`src/spdpid_pkg.sv`:
```
// Shared types, constants and codes for the speed PID with manual override.
// Used by every module of the block; depends on nothing.
`default_nettype none

package spdpid_pkg;

  // Default fraction bits of speeds, error, integral and gains
  localparam int FRAC_BITS_DEF = 8;

  // Field and register widths
  localparam int ADDR_W  = 5;
  localparam int DATA_W  = 32;
  localparam int GAIN_W  = 16;
  localparam int LIMIT_W = 15;
  localparam int DRIVE_W = 7;
  localparam int ACCEL_W = 8;
  localparam int SP_W    = 8;
  localparam int MEAS_W  = 16;
  localparam int INTEG_W = 16;

  // tick_period is Q0.16
  localparam int TP_SHIFT = 16;

  // Output magnitude limit
  localparam logic [DRIVE_W-1:0] ACCEL_MAX = 7'd100;

  // Register reset values
  localparam logic [GAIN_W-1:0]  PROP_GAIN_RST      = 16'd6400;
  localparam logic [GAIN_W-1:0]  INT_GAIN_RST       = 16'd384;
  localparam logic [GAIN_W-1:0]  DERIV_GAIN_RST     = 16'd1024;
  localparam logic [GAIN_W-1:0]  TICK_PERIOD_RST    = 16'd5243;
  localparam logic [GAIN_W-1:0]  INVERSE_PERIOD_RST = 16'd3200;
  localparam logic [LIMIT_W-1:0] INTEGRAL_LIMIT_RST = 15'd5120;
  localparam logic [DRIVE_W-1:0] MANUAL_DRIVE_RST   = 7'd70;

  // Register indexes (byte address is 4 * index)
  typedef enum logic [2:0] {
    REG_PROP_GAIN      = 3'd0,
    REG_INT_GAIN       = 3'd1,
    REG_DERIV_GAIN     = 3'd2,
    REG_TICK_PERIOD    = 3'd3,
    REG_INVERSE_PERIOD = 3'd4,
    REG_INTEGRAL_LIMIT = 3'd5,
    REG_MANUAL_DRIVE   = 3'd6
  } reg_idx_t;

  // Configuration register file contents
  typedef struct packed {
    logic [GAIN_W-1:0]  prop_gain;
    logic [GAIN_W-1:0]  int_gain;
    logic [GAIN_W-1:0]  deriv_gain;
    logic [GAIN_W-1:0]  tick_period;
    logic [GAIN_W-1:0]  inverse_period;
    logic [LIMIT_W-1:0] integral_limit;
    logic [DRIVE_W-1:0] manual_drive;
  } cfg_t;

  // One input word
  typedef struct packed {
    logic                     auto_request;
    logic                     manual_request;
    logic                     stop_request;
    logic                     right_request;
    logic                     left_request;
    logic signed [SP_W-1:0]   speed_setpoint;
    logic signed [MEAS_W-1:0] measured_speed;
    logic                     inspecting;
  } in_word_t;

  // Datapath operations, one per cycle on the shared multiplier
  typedef enum logic [2:0] {
    OP_NONE,
    OP_MUL_I,
    OP_MUL_D,
    OP_MUL_P,
    OP_MUL_K,
    OP_MUL_G,
    OP_SUM
  } op_t;

  // Controller states
  typedef enum logic [2:0] {
    ST_IDLE,
    ST_MUL_I,
    ST_MUL_D,
    ST_MUL_P,
    ST_MUL_K,
    ST_MUL_G,
    ST_SUM,
    ST_OUT
  } state_t;

  // Controller to datapath
  typedef struct packed {
    logic load;
    op_t  op;
    logic out_load;
  } cmd_t;

  // Datapath to controller
  typedef struct packed {
    logic auto_mode;
  } stat_t;

endpackage

`default_nettype wire

```
`src/spdpid_cfg.sv`:
```
// APB-style configuration register file for the speed PID.
// Depends on spdpid_pkg for register indexes, widths and reset values.
`default_nettype none

module spdpid_cfg import spdpid_pkg::*; (
  input  wire logic              clk,
  input  wire logic              rst_n,
  input  wire logic              psel,
  input  wire logic              penable,
  input  wire logic              pwrite,
  input  wire logic [ADDR_W-1:0] paddr,
  input  wire logic [DATA_W-1:0] pwdata,
  output logic      [DATA_W-1:0] prdata,
  output logic                   pready,
  output cfg_t                   cfg
);

  cfg_t     cfg_r;
  logic     wr_en;
  reg_idx_t idx;

  assign pready = 1'b1;
  assign wr_en  = psel & penable & pwrite & pready;
  assign idx    = reg_idx_t'(paddr[ADDR_W-1:2]);
  assign cfg    = cfg_r;

  // Register writes
  always_ff @(posedge clk) begin
    if (!rst_n) begin
      cfg_r.prop_gain      <= PROP_GAIN_RST;
      cfg_r.int_gain       <= INT_GAIN_RST;
      cfg_r.deriv_gain     <= DERIV_GAIN_RST;
      cfg_r.tick_period    <= TICK_PERIOD_RST;
      cfg_r.inverse_period <= INVERSE_PERIOD_RST;
      cfg_r.integral_limit <= INTEGRAL_LIMIT_RST;
      cfg_r.manual_drive   <= MANUAL_DRIVE_RST;
    end else if (wr_en) begin
      unique case (idx)
        REG_PROP_GAIN:      cfg_r.prop_gain      <= pwdata[GAIN_W-1:0];
        REG_INT_GAIN:       cfg_r.int_gain       <= pwdata[GAIN_W-1:0];
        REG_DERIV_GAIN:     cfg_r.deriv_gain     <= pwdata[GAIN_W-1:0];
        REG_TICK_PERIOD:    cfg_r.tick_period    <= pwdata[GAIN_W-1:0];
        REG_INVERSE_PERIOD: cfg_r.inverse_period <= pwdata[GAIN_W-1:0];
        REG_INTEGRAL_LIMIT: cfg_r.integral_limit <= pwdata[LIMIT_W-1:0];
        REG_MANUAL_DRIVE:   cfg_r.manual_drive   <= pwdata[DRIVE_W-1:0];
        default: ;
      endcase
    end
  end

  // Read mux
  always_comb begin
    prdata = '0;
    unique case (idx)
      REG_PROP_GAIN:      prdata = {{(DATA_W-GAIN_W){1'b0}}, cfg_r.prop_gain};
      REG_INT_GAIN:       prdata = {{(DATA_W-GAIN_W){1'b0}}, cfg_r.int_gain};
      REG_DERIV_GAIN:     prdata = {{(DATA_W-GAIN_W){1'b0}}, cfg_r.deriv_gain};
      REG_TICK_PERIOD:    prdata = {{(DATA_W-GAIN_W){1'b0}}, cfg_r.tick_period};
      REG_INVERSE_PERIOD: prdata = {{(DATA_W-GAIN_W){1'b0}}, cfg_r.inverse_period};
      REG_INTEGRAL_LIMIT: prdata = {{(DATA_W-LIMIT_W){1'b0}}, cfg_r.integral_limit};
      REG_MANUAL_DRIVE:   prdata = {{(DATA_W-DRIVE_W){1'b0}}, cfg_r.manual_drive};
      default:            prdata = '0;
    endcase
  end

endmodule

`default_nettype wire

```
`src/spdpid_ctrl.sv`:
```
// Sequencer for the speed PID: steps the shared multiplier and owns the handshakes.
// Depends on spdpid_pkg for state, operation and command types.
`default_nettype none

module spdpid_ctrl import spdpid_pkg::*; (
  input  wire logic  clk,
  input  wire logic  rst_n,
  input  wire logic  in_valid,
  output logic       in_ready,
  output logic       out_valid,
  input  wire logic  out_ready,
  input  wire stat_t stat,
  output cmd_t       cmd
);

  state_t state_r, state_nxt;
  logic   out_valid_r, out_valid_nxt;

  assign out_valid = out_valid_r;

  // State and output-valid registers
  always_ff @(posedge clk) begin
    if (!rst_n) begin
      state_r     <= ST_IDLE;
      out_valid_r <= 1'b0;
    end else begin
      state_r     <= state_nxt;
      out_valid_r <= out_valid_nxt;
    end
  end

  // Next state and commands
  always_comb begin
    state_nxt    = state_r;
    in_ready     = 1'b0;
    cmd.load     = 1'b0;
    cmd.op       = OP_NONE;
    cmd.out_load = 1'b0;
    unique case (state_r)
      ST_IDLE: begin
        in_ready = 1'b1;
        if (in_valid) begin
          cmd.load  = 1'b1;
          state_nxt = stat.auto_mode ? ST_MUL_I : ST_OUT;
        end
      end
      ST_MUL_I: begin
        cmd.op    = OP_MUL_I;
        state_nxt = ST_MUL_D;
      end
      ST_MUL_D: begin
        cmd.op    = OP_MUL_D;
        state_nxt = ST_MUL_P;
      end
      ST_MUL_P: begin
        cmd.op    = OP_MUL_P;
        state_nxt = ST_MUL_K;
      end
      ST_MUL_K: begin
        cmd.op    = OP_MUL_K;
        state_nxt = ST_MUL_G;
      end
      ST_MUL_G: begin
        cmd.op    = OP_MUL_G;
        state_nxt = ST_SUM;
      end
      ST_SUM: begin
        cmd.op    = OP_SUM;
        state_nxt = ST_OUT;
      end
      ST_OUT: begin
        // wait here while the previous word still sits in the output register
        if (!out_valid_r || out_ready) begin
          cmd.out_load = 1'b1;
          state_nxt    = ST_IDLE;
        end
      end
      default: state_nxt = ST_IDLE;
    endcase
  end

  // Output register occupancy
  always_comb begin
    if (cmd.out_load) begin
      out_valid_nxt = 1'b1;
    end else if (out_ready) begin
      out_valid_nxt = 1'b0;
    end else begin
      out_valid_nxt = out_valid_r;
    end
  end

endmodule

`default_nettype wire

```
`src/spdpid_dp.sv`:
```
// Datapath of the speed PID: error, one shared multiplier, integral, accumulator,
// manual override and the output register. Depends on spdpid_pkg.
`default_nettype none

module spdpid_dp import spdpid_pkg::*; #(
  parameter int FRAC_BITS = FRAC_BITS_DEF
) (
  input  wire logic                      clk,
  input  wire logic                      rst_n,
  input  wire in_word_t                  in_word,
  input  wire cfg_t                      cfg,
  input  wire cmd_t                      cmd,
  output stat_t                          stat,
  output logic signed [ACCEL_W-1:0]      acceleration,
  output logic                           camera_on,
  output logic                           setpoint_clear
);

  // Widths derived from the fraction bits
  localparam int EW    = (FRAC_BITS + 9 > 17) ? FRAC_BITS + 9 : 17;  // error
  localparam int DFW   = EW + 1;                                    // error difference
  localparam int BW    = GAIN_W + 1;                                // unsigned gain as signed
  localparam int MA    = DFW + BW - FRAC_BITS;                      // multiplier A / derivative
  localparam int PW    = MA + BW;                                   // product
  localparam int INCW  = PW - TP_SHIFT;                             // integral increment
  localparam int ISW   = INCW + 1;                                  // integral sum
  localparam int ACW   = PW + 2;                                    // PID sum
  localparam int SHIFT2 = 2 * FRAC_BITS;

  localparam logic signed [ACW-1:0] SUM_MAX =
    {{(ACW-DRIVE_W){1'b0}}, ACCEL_MAX} << SHIFT2;
  localparam logic signed [ACW-1:0] SUM_MIN = -SUM_MAX;
  localparam logic signed [ACW-1:0] RND_ADD = (ACW'(1) << SHIFT2) - ACW'(1);

  // State and working registers
  logic signed [INTEG_W-1:0] integ_r;
  logic signed [EW-1:0]      prev_r;
  logic                      prev_auto_r;
  logic signed [EW-1:0]      err_r;
  logic signed [PW-1:0]      p_r;
  logic signed [MA-1:0]      d_r;
  logic signed [ACW-1:0]     acc_r;
  logic                      auto_r;
  logic                      cam_r;
  logic                      clr_r;
  logic signed [ACCEL_W-1:0] man_r;
  logic signed [ACCEL_W-1:0] accel_out_r;
  logic                      cam_out_r;
  logic                      clr_out_r;

  logic                      auto_m;
  logic signed [SP_W-1:0]    sp_cap;
  logic signed [EW-1:0]      sp_ext;
  logic signed [EW-1:0]      meas_ext;
  logic signed [EW-1:0]      err_nxt;
  logic signed [DFW-1:0]     diff;
  logic signed [MA-1:0]      mul_a;
  logic signed [BW-1:0]      mul_b;
  logic signed [PW-1:0]      mul_p;
  logic signed [INCW-1:0]    inc;
  logic signed [ISW-1:0]     isum;
  logic signed [ISW-1:0]     lim_pos;
  logic signed [ISW-1:0]     lim_neg;
  logic signed [ISW-1:0]     iclamp;
  logic signed [INTEG_W-1:0] integ_nxt;
  logic signed [MA-1:0]      d_nxt;
  logic signed [ACW-1:0]     p_ext;
  logic signed [ACW-1:0]     sum_c;
  logic signed [ACW-1:0]     sum_t;
  logic signed [ACW-1:0]     sum_q;
  logic [DRIVE_W-1:0]        drive;
  logic signed [ACCEL_W-1:0] man_nxt;

  assign acceleration   = accel_out_r;
  assign camera_on      = cam_out_r;
  assign setpoint_clear = clr_out_r;

  // Mode and error of the incoming word
  assign auto_m         = in_word.auto_request & ~in_word.manual_request;
  assign stat.auto_mode = auto_m;

  always_comb begin
    sp_cap = in_word.speed_setpoint;
    // inspection caps a positive setpoint at zero
    if (in_word.inspecting && !in_word.speed_setpoint[SP_W-1] &&
        (in_word.speed_setpoint != '0)) begin
      sp_cap = '0;
    end
  end

  assign sp_ext   = {{(EW-SP_W-FRAC_BITS){sp_cap[SP_W-1]}}, sp_cap, {FRAC_BITS{1'b0}}};
  assign meas_ext = {{(EW-MEAS_W){in_word.measured_speed[MEAS_W-1]}}, in_word.measured_speed};
  assign err_nxt  = sp_ext - meas_ext;
  assign diff     = {err_r[EW-1], err_r} - {prev_r[EW-1], prev_r};

  // Shared multiplier operand select
  always_comb begin
    mul_a = '0;
    mul_b = '0;
    case (cmd.op)
      OP_MUL_I: begin
        mul_a = {{(MA-EW){err_r[EW-1]}}, err_r};
        mul_b = {1'b0, cfg.tick_period};
      end
      OP_MUL_D: begin
        mul_a = {{(MA-DFW){diff[DFW-1]}}, diff};
        mul_b = {1'b0, cfg.inverse_period};
      end
      OP_MUL_P: begin
        mul_a = {{(MA-EW){err_r[EW-1]}}, err_r};
        mul_b = {1'b0, cfg.prop_gain};
      end
      OP_MUL_K: begin
        mul_a = {{(MA-INTEG_W){integ_r[INTEG_W-1]}}, integ_r};
        mul_b = {1'b0, cfg.int_gain};
      end
      OP_MUL_G: begin
        mul_a = d_r;
        mul_b = {1'b0, cfg.deriv_gain};
      end
      default: begin
        mul_a = '0;
        mul_b = '0;
      end
    endcase
  end

  assign mul_p = mul_a * mul_b;

  // Integral update: floor shift of error * period, then symmetric clamp
  assign inc     = $signed(p_r[PW-1:TP_SHIFT]);
  assign isum    = $signed({inc[INCW-1], inc}) +
                   $signed({{(ISW-INTEG_W){integ_r[INTEG_W-1]}}, integ_r});
  assign lim_pos = $signed({{(ISW-LIMIT_W){1'b0}}, cfg.integral_limit});
  assign lim_neg = -lim_pos;

  always_comb begin
    if (isum > lim_pos) begin
      iclamp = lim_pos;
    end else if (isum < lim_neg) begin
      iclamp = lim_neg;
    end else begin
      iclamp = isum;
    end
  end

  assign integ_nxt = iclamp[INTEG_W-1:0];

  // Derivative: floor shift of difference * inverse period
  assign d_nxt = $signed(p_r[FRAC_BITS +: MA]);
  assign p_ext = {{(ACW-PW){p_r[PW-1]}}, p_r};

  // Output saturation, then truncation toward zero
  always_comb begin
    if (acc_r > SUM_MAX) begin
      sum_c = SUM_MAX;
    end else if (acc_r < SUM_MIN) begin
      sum_c = SUM_MIN;
    end else begin
      sum_c = acc_r;
    end
  end

  assign sum_t = sum_c[ACW-1] ? sum_c + RND_ADD : sum_c;
  assign sum_q = sum_t >>> SHIFT2;

  // Manual override: stop, then right, then left
  assign drive = (cfg.manual_drive > ACCEL_MAX) ? ACCEL_MAX : cfg.manual_drive;

  always_comb begin
    if (in_word.stop_request) begin
      man_nxt = '0;
    end else if (in_word.right_request) begin
      man_nxt = $signed({1'b0, drive});
    end else if (in_word.left_request) begin
      man_nxt = $signed(ACCEL_W'(0) - {1'b0, drive});
    end else begin
      man_nxt = '0;
    end
  end

  // Controller state: integral, previous error, previous mode
  always_ff @(posedge clk) begin
    if (!rst_n) begin
      integ_r     <= '0;
      prev_r      <= '0;
      prev_auto_r <= 1'b1;
    end else begin
      if (cmd.load) begin
        prev_auto_r <= auto_m;
        // manual mode or a mode change clears the history
        if (!auto_m || (auto_m != prev_auto_r)) begin
          integ_r <= '0;
          prev_r  <= '0;
        end
      end
      if (cmd.op == OP_MUL_D) begin
        integ_r <= integ_nxt;
        prev_r  <= err_r;
      end
    end
  end

  // Working and output registers
  always_ff @(posedge clk) begin
    if (cmd.load) begin
      err_r  <= err_nxt;
      auto_r <= auto_m;
      cam_r  <= in_word.inspecting;
      clr_r  <= ~auto_m & in_word.stop_request;
      man_r  <= man_nxt;
    end
    if (cmd.op != OP_NONE) begin
      p_r <= mul_p;
    end
    case (cmd.op)
      OP_MUL_P: d_r   <= d_nxt;
      OP_MUL_K: acc_r <= p_ext;
      OP_MUL_G: acc_r <= acc_r + p_ext;
      OP_SUM:   acc_r <= acc_r + p_ext;
      default: ;
    endcase
    if (cmd.out_load) begin
      accel_out_r <= auto_r ? sum_q[ACCEL_W-1:0] : man_r;
      cam_out_r   <= cam_r;
      clr_out_r   <= clr_r;
    end
  end

endmodule

`default_nettype wire

```
`src/speed_pid_with_manual_override.sv`:
```
// Speed PID controller with manual override.
// In: one word per control tick (command flags, setpoint, measured speed,
// inspection flag) on a valid/ready channel. Out: one word per input word
// (acceleration in -100..100, camera_on, setpoint_clear) on a valid/ready
// channel. Gains, period, integral limit and manual drive sit in an APB-style
// register file at byte address 4 * index; pready is always high.
// An automatic-mode word steps through MUL_I, MUL_D, MUL_P, MUL_K, MUL_G, SUM
// and OUT after it is accepted, a manual-mode word goes straight to OUT, and
// out_valid is registered on leaving OUT. One word is in work at a time, so
// no new word is taken until the sequencer is idle again; the five products
// share one multiplier, one per cycle; the sequencer steps through them in turn.
// in_ready is high whenever the sequencer is idle, also while a result waits
// in the output register; if the receiver stalls, the next result holds in
// the sequencer until the output register frees up.
// Reset (rst_n low, synchronous) loads the register defaults, clears the
// integral and previous error, selects automatic as the previous mode and
// empties the output register.
`default_nettype none

module speed_pid_with_manual_override import spdpid_pkg::*; #(
  parameter int FRAC_BITS = FRAC_BITS_DEF
) (
  input  wire logic                     clk,
  input  wire logic                     rst_n,
  // configuration port
  input  wire logic                     psel,
  input  wire logic                     penable,
  input  wire logic                     pwrite,
  input  wire logic [ADDR_W-1:0]        paddr,
  input  wire logic [DATA_W-1:0]        pwdata,
  output logic      [DATA_W-1:0]        prdata,
  output logic                          pready,
  // input channel
  input  wire logic                     in_valid,
  output logic                          in_ready,
  input  wire logic                     in_auto_request,
  input  wire logic                     in_manual_request,
  input  wire logic                     in_stop_request,
  input  wire logic                     in_right_request,
  input  wire logic                     in_left_request,
  input  wire logic signed [SP_W-1:0]   in_speed_setpoint,
  input  wire logic signed [MEAS_W-1:0] in_measured_speed,
  input  wire logic                     in_inspecting,
  // result channel
  output logic                          out_valid,
  input  wire logic                     out_ready,
  output logic signed [ACCEL_W-1:0]     out_acceleration,
  output logic                          out_camera_on,
  output logic                          out_setpoint_clear
);

  cfg_t     cfg;
  cmd_t     cmd;
  stat_t    stat;
  in_word_t in_word;

  // Input word
  assign in_word.auto_request   = in_auto_request;
  assign in_word.manual_request = in_manual_request;
  assign in_word.stop_request   = in_stop_request;
  assign in_word.right_request  = in_right_request;
  assign in_word.left_request   = in_left_request;
  assign in_word.speed_setpoint = in_speed_setpoint;
  assign in_word.measured_speed = in_measured_speed;
  assign in_word.inspecting     = in_inspecting;

  spdpid_cfg u_cfg (
    .clk     (clk),
    .rst_n   (rst_n),
    .psel    (psel),
    .penable (penable),
    .pwrite  (pwrite),
    .paddr   (paddr),
    .pwdata  (pwdata),
    .prdata  (prdata),
    .pready  (pready),
    .cfg     (cfg)
  );

  spdpid_ctrl u_ctrl (
    .clk       (clk),
    .rst_n     (rst_n),
    .in_valid  (in_valid),
    .in_ready  (in_ready),
    .out_valid (out_valid),
    .out_ready (out_ready),
    .stat      (stat),
    .cmd       (cmd)
  );

  spdpid_dp #(
    .FRAC_BITS (FRAC_BITS)
  ) u_dp (
    .clk            (clk),
    .rst_n          (rst_n),
    .in_word        (in_word),
    .cfg            (cfg),
    .cmd            (cmd),
    .stat           (stat),
    .acceleration   (out_acceleration),
    .camera_on      (out_camera_on),
    .setpoint_clear (out_setpoint_clear)
  );

`ifndef SYNTH
  // one word in work at a time
  a_one_in_work: assert property (@(posedge clk) disable iff (!rst_n)
    (in_valid && in_ready) |=> !in_ready)
    else $error("input accepted while a word is in work");

  // result always within the drive limit
  a_accel_range: assert property (@(posedge clk) disable iff (!rst_n)
    out_valid |-> ((out_acceleration <= 8'sd100) && (out_acceleration >= -8'sd100)))
    else $error("acceleration out of range");

  // a stop result never drives
  a_stop_zero: assert property (@(posedge clk) disable iff (!rst_n)
    (out_valid && out_setpoint_clear) |-> (out_acceleration == '0))
    else $error("setpoint clear with nonzero acceleration");
`endif

endmodule

`default_nettype wire

```
`config.mk`:
```
export PLATFORM = sky130hd
export DESIGN_NAME = speed_pid_with_manual_override
export DESIGN_NICKNAME = d
export VERILOG_FILES = /design/src/spdpid_pkg.sv /design/src/spdpid_cfg.sv /design/src/spdpid_ctrl.sv /design/src/spdpid_dp.sv /design/src/speed_pid_with_manual_override.sv
export SDC_FILE = /design/constraint.sdc
export NUM_CORES = 2
export LEC_CHECK = 0
export BUFFER_PORTS_ARGS = -buffer_cell sky130_fd_sc_hd__buf_2
export CORE_MARGIN = 3
export CORE_UTILIZATION = 55
export CTS_CLUSTER_SIZE = 16
export DETAILED_ROUTE_END_ITERATION = 10
export GPL_TIMING_DRIVEN = 0
export PLACE_DENSITY_LB_ADDON = 0.25
export REMOVE_ABC_BUFFERS = 1
export SYNTH_ARGS = -nofsm -noshare
export SYNTH_HDL_FRONTEND = slang
export SYNTH_SLANG_ARGS = --single-unit
```
`constraint.sdc`:
```
create_clock -name clk -period 18.6 [get_ports clk]
set_input_delay 3.72 -clock clk [delete_from_list [all_inputs] [get_ports clk]]
set_output_delay 3.72 -clock clk [all_outputs]
set_load 0.02 [all_outputs]
```
# --- Word-level counts from Yosys, hierarchy flattened ---
# Index checks and enable logic that the tools add are counted.
# W data, S select, Z words.
totals:
  regBits: 295
  in_bits: 74
  out_inout_bits: 45
  elab_cells: 125
op_classes:
  addsub: 7
  multipliers: 1
  n_lt_le_gt_ge: 5
  eq_ne: 22
  muxes: 32
  n_bitwise: 7
  n_reduce_logical: 27
ops:
  columns: ["op", "count"]
  rows:
  - ["$pmux W16 S7", 1]
  - ["$pmux W27 S4", 1]
  - ["$mux W46", 2]
  - ["$pmux W46 S2", 1]
  - ["$mux W16", 5]
  - ["$pmux W16 S5", 1]
  - ["$mux W17", 3]
  - ["$add A46 B44 Y46", 1]
  - ["$gt A46 B24 Y1 const B", 1]
  - ["$lt A46 B24 Y1 const B", 1]
  - ["$mul A27 B17 Y44", 1]
  - ["$eq A3 B3 Y1 const B", 10]
  - ["$add A28 B16 Y29", 1]
  - ["$gt A29 B16 Y1", 1]
  - ["$lt A29 B29 Y1", 1]
  - ["$neg A15 Y29", 1]
  - ["$add A24 B17 Y24 const B", 1]
  - ["$mux W24", 1]
  - ["$pmux W3 S8", 1]
  - ["$mux W7", 3]
  - ["$eq A3 B2 Y1 const B", 6]
  - ["$pmux W3 S6", 1]
  - ["$reduce_and A2 Y1", 9]
  - ["$sub A17 B17 Y18", 1]
  - ["other kinds (21)", 46]

# --- Logic depth before layout (Yosys ltp) ---
depth:
  depth_word: 7
  depth_mapped: 38
  depth_no_buf: 37

# --- Modules after synthesis ---
# From an unflattened synthesis, not the netlist that was laid out.
hier_totals:
  hier_cells: 3911
  area_unflattened_um2: 35296.4
modules_own_cells:
  columns: ["mod", "n_inst", "cells_per_inst", "area_per_inst_um2", "seq_area_each_um2"]
  rows:
  - ["spdpid_dp", 1, 3392, 30219.0, 5335.1]
  - ["spdpid_cfg", 1, 487, 4824.6, 2042.0]
  - ["spdpid_ctrl", 1, 32, 252.7, 80.1]

# --- Least setup slack after synthesis ---
# Ideal clock, no wire load.
synth_path:
  kind: "input port to output port"
  from: "input port paddr[2]"
  to: "output port prdata[6]"
  arrival_ns: 5.207
  required_time_ns: 14.880
  slack_ns: 9.673
  path_stages: 6
  n_path_buf: 2
  path_cell_list: "buf_1 -> buf_1 -> mux2i_1 -> nor2_1 -> a21oi_1 -> o21ai_0"
synth_between:
  elab_chain_cells: 2
  word_cells_on_any_way: 8
  classes_between: "eq/ne: 6; mux: 1; reduce/logical: 1"
synth_lines:
  columns: ["element", "line_no", "text"]
  rows:
  - ["start, declared", "speed_pid_with_manual_override.sv:29", "input wire logic [ADDR_W-1:0] paddr,"]
  - ["$eq A3 B3 Y1, or another cell as far along", "spdpid_cfg.sv:54", "unique case (idx)"]
  - ["$pmux W16 S7 (*)", "spdpid_cfg.sv:54", null]
  - ["end, declared", "speed_pid_with_manual_override.sv:31", "output logic [DATA_W-1:0] prdata,"]
# Every way passes the cells marked *; elsewhere a longest branch is shown, timed or not.

# --- Worst setup path in the final report ---
layout_path:
  from: "register u_dp.err_r[1]"
  to: "register u_dp.p_r[41], data pin"
layout_between:
  elab_chain_cells: 3
layout_lines:
  columns: ["element", "line_no", "text"]
  rows:
  - ["start, declared", "spdpid_dp.sv:39", "logic signed [EW-1:0] err_r;"]
  - ["start signal, assigned", "spdpid_dp.sv:207", "err_r <= err_nxt;"]
  - ["$sub A17 B17 Y18", "spdpid_dp.sv:94", "assign diff = {err_r[EW-1], err_r} - {prev_r[EW-1], prev_r};"]
  - ["$pmux W27 S4 (*)", "spdpid_dp.sv:100", "case (cmd.op)"]
  - ["$mul A27 B17 Y44 (*)", "spdpid_dp.sv:128", "assign mul_p = mul_a * mul_b;"]
  - ["via u_dp.mul_p[41]", "spdpid_dp.sv:59", "logic signed [PW-1:0] mul_p;"]
  - ["end signal, assigned", "spdpid_dp.sv:214", "p_r <= mul_p;"]
  - ["end, declared", "spdpid_dp.sv:40", "logic signed [PW-1:0] p_r;"]
# Mark *: on every way through the listed nets, which the timed path passes. The rest lies on a longest branch.
# A chain may end at the register's enable or synchronous reset.

==> summary.txt <==
Finish
  • # fillers: 5436
  • Layout Nets: ~4800
  • Register area: 7460 um^2
  • Multi-input logic area: 24800 um^2
  • Area delta synth->final: 7.96%
  • N_diodes: 0
  • Area of all placed cells without fillers: between 30000 and 40000 um^2
  • Final design utilization: 60.6%
  • Layout cells sized above 1: 6.67%
  • Post-route insts no fill: 4873

Floorplanning
  • Die span in x: about 260 um
  • Die ar.: approximately 67000 um^2
  • Site Rows: 91
  • Initial Utilization: 56.2%
  • IO Pins: 119
  • CORE AREA: 62300 um^2
  • Die height: 258 um

Place
  • Port bufs: between 80 and 90
  • Routability cong.: roughly 0.94
  • Area of placed instances: 36600 um^2
  • Inst Count DP: 4807
  • Detailed placer's ending HPWL: about 80000 um

Logic synthesis
  • Number of library cell types mapped by synthesis: 79
  • Largest cells by area after synthesis: fa_1 24%, edfxtp_1 13%, ha_1 9.0%
  • Post-Syn Area: 35000 um^2
  • Gate Count Post-Synth: between 4000 and 5000
  • Most common cell in the netlist: inv_1
  • Largest area contributor in the netlist: fa_1
  • Primary FF master, synth: edfxtp_1
  • Post-synth EDFFs: ~160
  • Syn_area_per_cell: between 8 and 9 um^2
  • Post-synthesis sequential area ratio: 21.3%
  • Most frequent cells after synthesis: 628 x inv_1, 609 x nand2_1, 422 x fa_1
  • Post-synth ARST share: 0%
  • Top cell type's share of synthesized area: 24.1%
  • Yosys reg bits: between 200 and 300
  • YS warnings: 0

Critical path
  • CP Class: flip-flop to flip-flop
  • Slowest CP cell: a21oi_1
  • Crit. End Element: flip-flop
  • CP arrival: approximately 11 ns
  • CP max FO: 10
  • Worst Setup Start Kind: flip-flop
  • CP most frequent cell: fa_1
  • CP max stage delay: 0.92 ns
  • WP data required: 18.90 ns

Status
  • Outcome: complete, no violations

Clocking
  • CTS clk-pin slew, worst paths: 0.06 ns
  • Post-CTS Setup Bufs: 0
  • Clock root buffer: clkbuf_16
  • CTS H-tree depth: 2
  • Post-CTS Hold Fix Bufs: 0
  • CTS sink count: 295
  • Skew-Pair Late Insertion Delay: 0.57 ns
  • Clock buffer count from CTS: 36
  • Gates resized, CTS repair: 0
  • CTS max path bufs: 3
  • TritonCTS clock tree: yes

STA
  • Final slew viol count: 0
  • RSZ-0062 raised after global routing: false
  • FMAX: ~0.092 GHz
  • TNS Setup: 0 ns
  • Rel. slew slack: 1.00%
  • Worst-Margin Slew: 1.48 ns
  • Post-layout min period: 10.85 ns
  • # setup viols final: 0
  • Fin. Hold Viols: 0
  • Setup Skew: 0.0322 ns
  • Final period util: ~58%

Job
  • Max cap viols: 0

Power and ir drop
  • Pleak: 17.1 nW
  • Maximum vdd drop: 0.0676 mV
  • Power per cell area: 108 nW/um^2

Global route
  • Largest net degree at the start of global routing: 95
  • First-pass GRT wire length: 160000 um
  • Initial antenna violation count: 4
  • Via count of the first global-routing pass: just under 30000
  • Gr ovfl total: 0
  • Gr usage total: 30.9%

Detailed routing
  • Vias post-DR: 28900
  • Drc violations: 0
  • Vias per Instance: 5.92
  • Initial DRT Pass Iterations: 6
  • DRT iter0 DRCs: just under 3000
  • Final wirelength: roughly 100000 um
  • Drt wl/cell: 20.9 um
  • Post-route ant nets: 0

Hold path
  • Min-delay worst type: flip-flop to flip-flop
stage by stage:
stage                     worst slack (ns)  total power, W  hold WS, ns
after floorplan                       8.86         0.00264        0.400
after global placement                4.27         0.00324        0.408
final                                 7.75         0.00407        0.452
after global routing                  7.18         0.00439        0.470
after CTS                             7.72         0.00404        0.449
after detailed placement              7.76         0.00332        0.435
layer usage:
| metal | global-route usage [%] | vias to the layer above | routed length [um] |
|---|---|---|---|
| met1 | 41.0 | 14200 | 41100 |
| met2 | 50.1 | 1226 | 47000 |
| met5 | 0 | - | 27 |
| li1 | - | 13200 | - |
| met3 | 4.84 | 286 | 8380 |
| met4 | 13.9 | 4 | 5450 |
state kept, by name, indices dropped and copies added (netlist names), 3 cells and up:
register	flops
u_ctrl.state_r	3
u_dp.err_r	17
u_dp.integ_r	16
u_dp.prev_r	17
u_dp.acc_r	46
u_dp.d_r	27
u_dp.acceleration	8
u_cfg.cfg	102
u_dp.p_r	44
u_dp.man_r	8
kinds of logic (layout without fill, tap and decap cells):
group,Yosys count,in the layout,synth area share [%]
simple gates,1282,1282,16.1
buf+inv,805,813,8.86
compound gates,721,721,13.9
fa+ha+maj,674,674,33.2
flops,295,295,21.3
xor+xnor,141,141,3.53
mux,93,93,3.06
other cells,2,17,0.0215
final timing paths:
path | endpoint | slack [ns] | from | depth (start not counted)
setup / recovery | u_dp.p_r[41] | 7.75 | u_dp.err_r[1] | 34
hold / removal | u_dp.setpoint_clear | 0.45 | u_dp.clr_r | 0
setup reg to reg | u_dp.p_r[41] | 7.75 | u_dp.err_r[1] | 34
hold reg to reg | u_dp.setpoint_clear | 0.45 | u_dp.clr_r | 0
cell type report:
cell class	instances	share of cell area [%]
Multi-Input combinational cell	2928	65.6
Clock buffer	50	2.69
Clock inverter	16	0.391
Timing Repair Buffer	119	2.57
Tap cell	837	2.77
Sequential cell	295	19.8
Inverter	628	6.24
critical path, delay by kind of cell (launching register included):
kind,cells,cell delay [ns]
compound gates,15,4.24
xor+xnor,1,0.16
fa+ha+maj,8,3.85
buf+inv,4,0.21
flops,1,0.51
simple gates,6,1.59
where the power goes:
group	internal [W]	switching, W
clock	0.000401	0.000306
sequential	0.000852	0.000133
combinational	0.000920	0.00145
total	0.00217	0.00189
cells in the final DEF (no fill, tap or decap), types with 16 or more instances in the layout:
master / instances
a211oi_1: 23
a21boi_0: 87
a21o_1: 67
a21oi_1: 150
a221o_1: 17
a22oi_1: 37
and2_1: 22
buf_2: 86
clkbuf_16: 38
conb_1: 17
dfxtp_1: 137
edfxtp_1: 155
fa_1: 422
ha_1: 252
inv_1: 628
mux2_2: 31
mux2i_1: 54
nand2_1: 609
nand2b_1: 28
nand3_1: 64
nand4_1: 30
nor2_1: 310
nor2b_1: 85
nor3_1: 42
nor4_1: 22
o211ai_1: 20
o21a_1: 31
o21ai_0: 123
o21bai_1: 17
o31ai_1: 16
xnor2_1: 96
xor2_1: 45
Note: power is estimated with default switching activity, not from simulation.
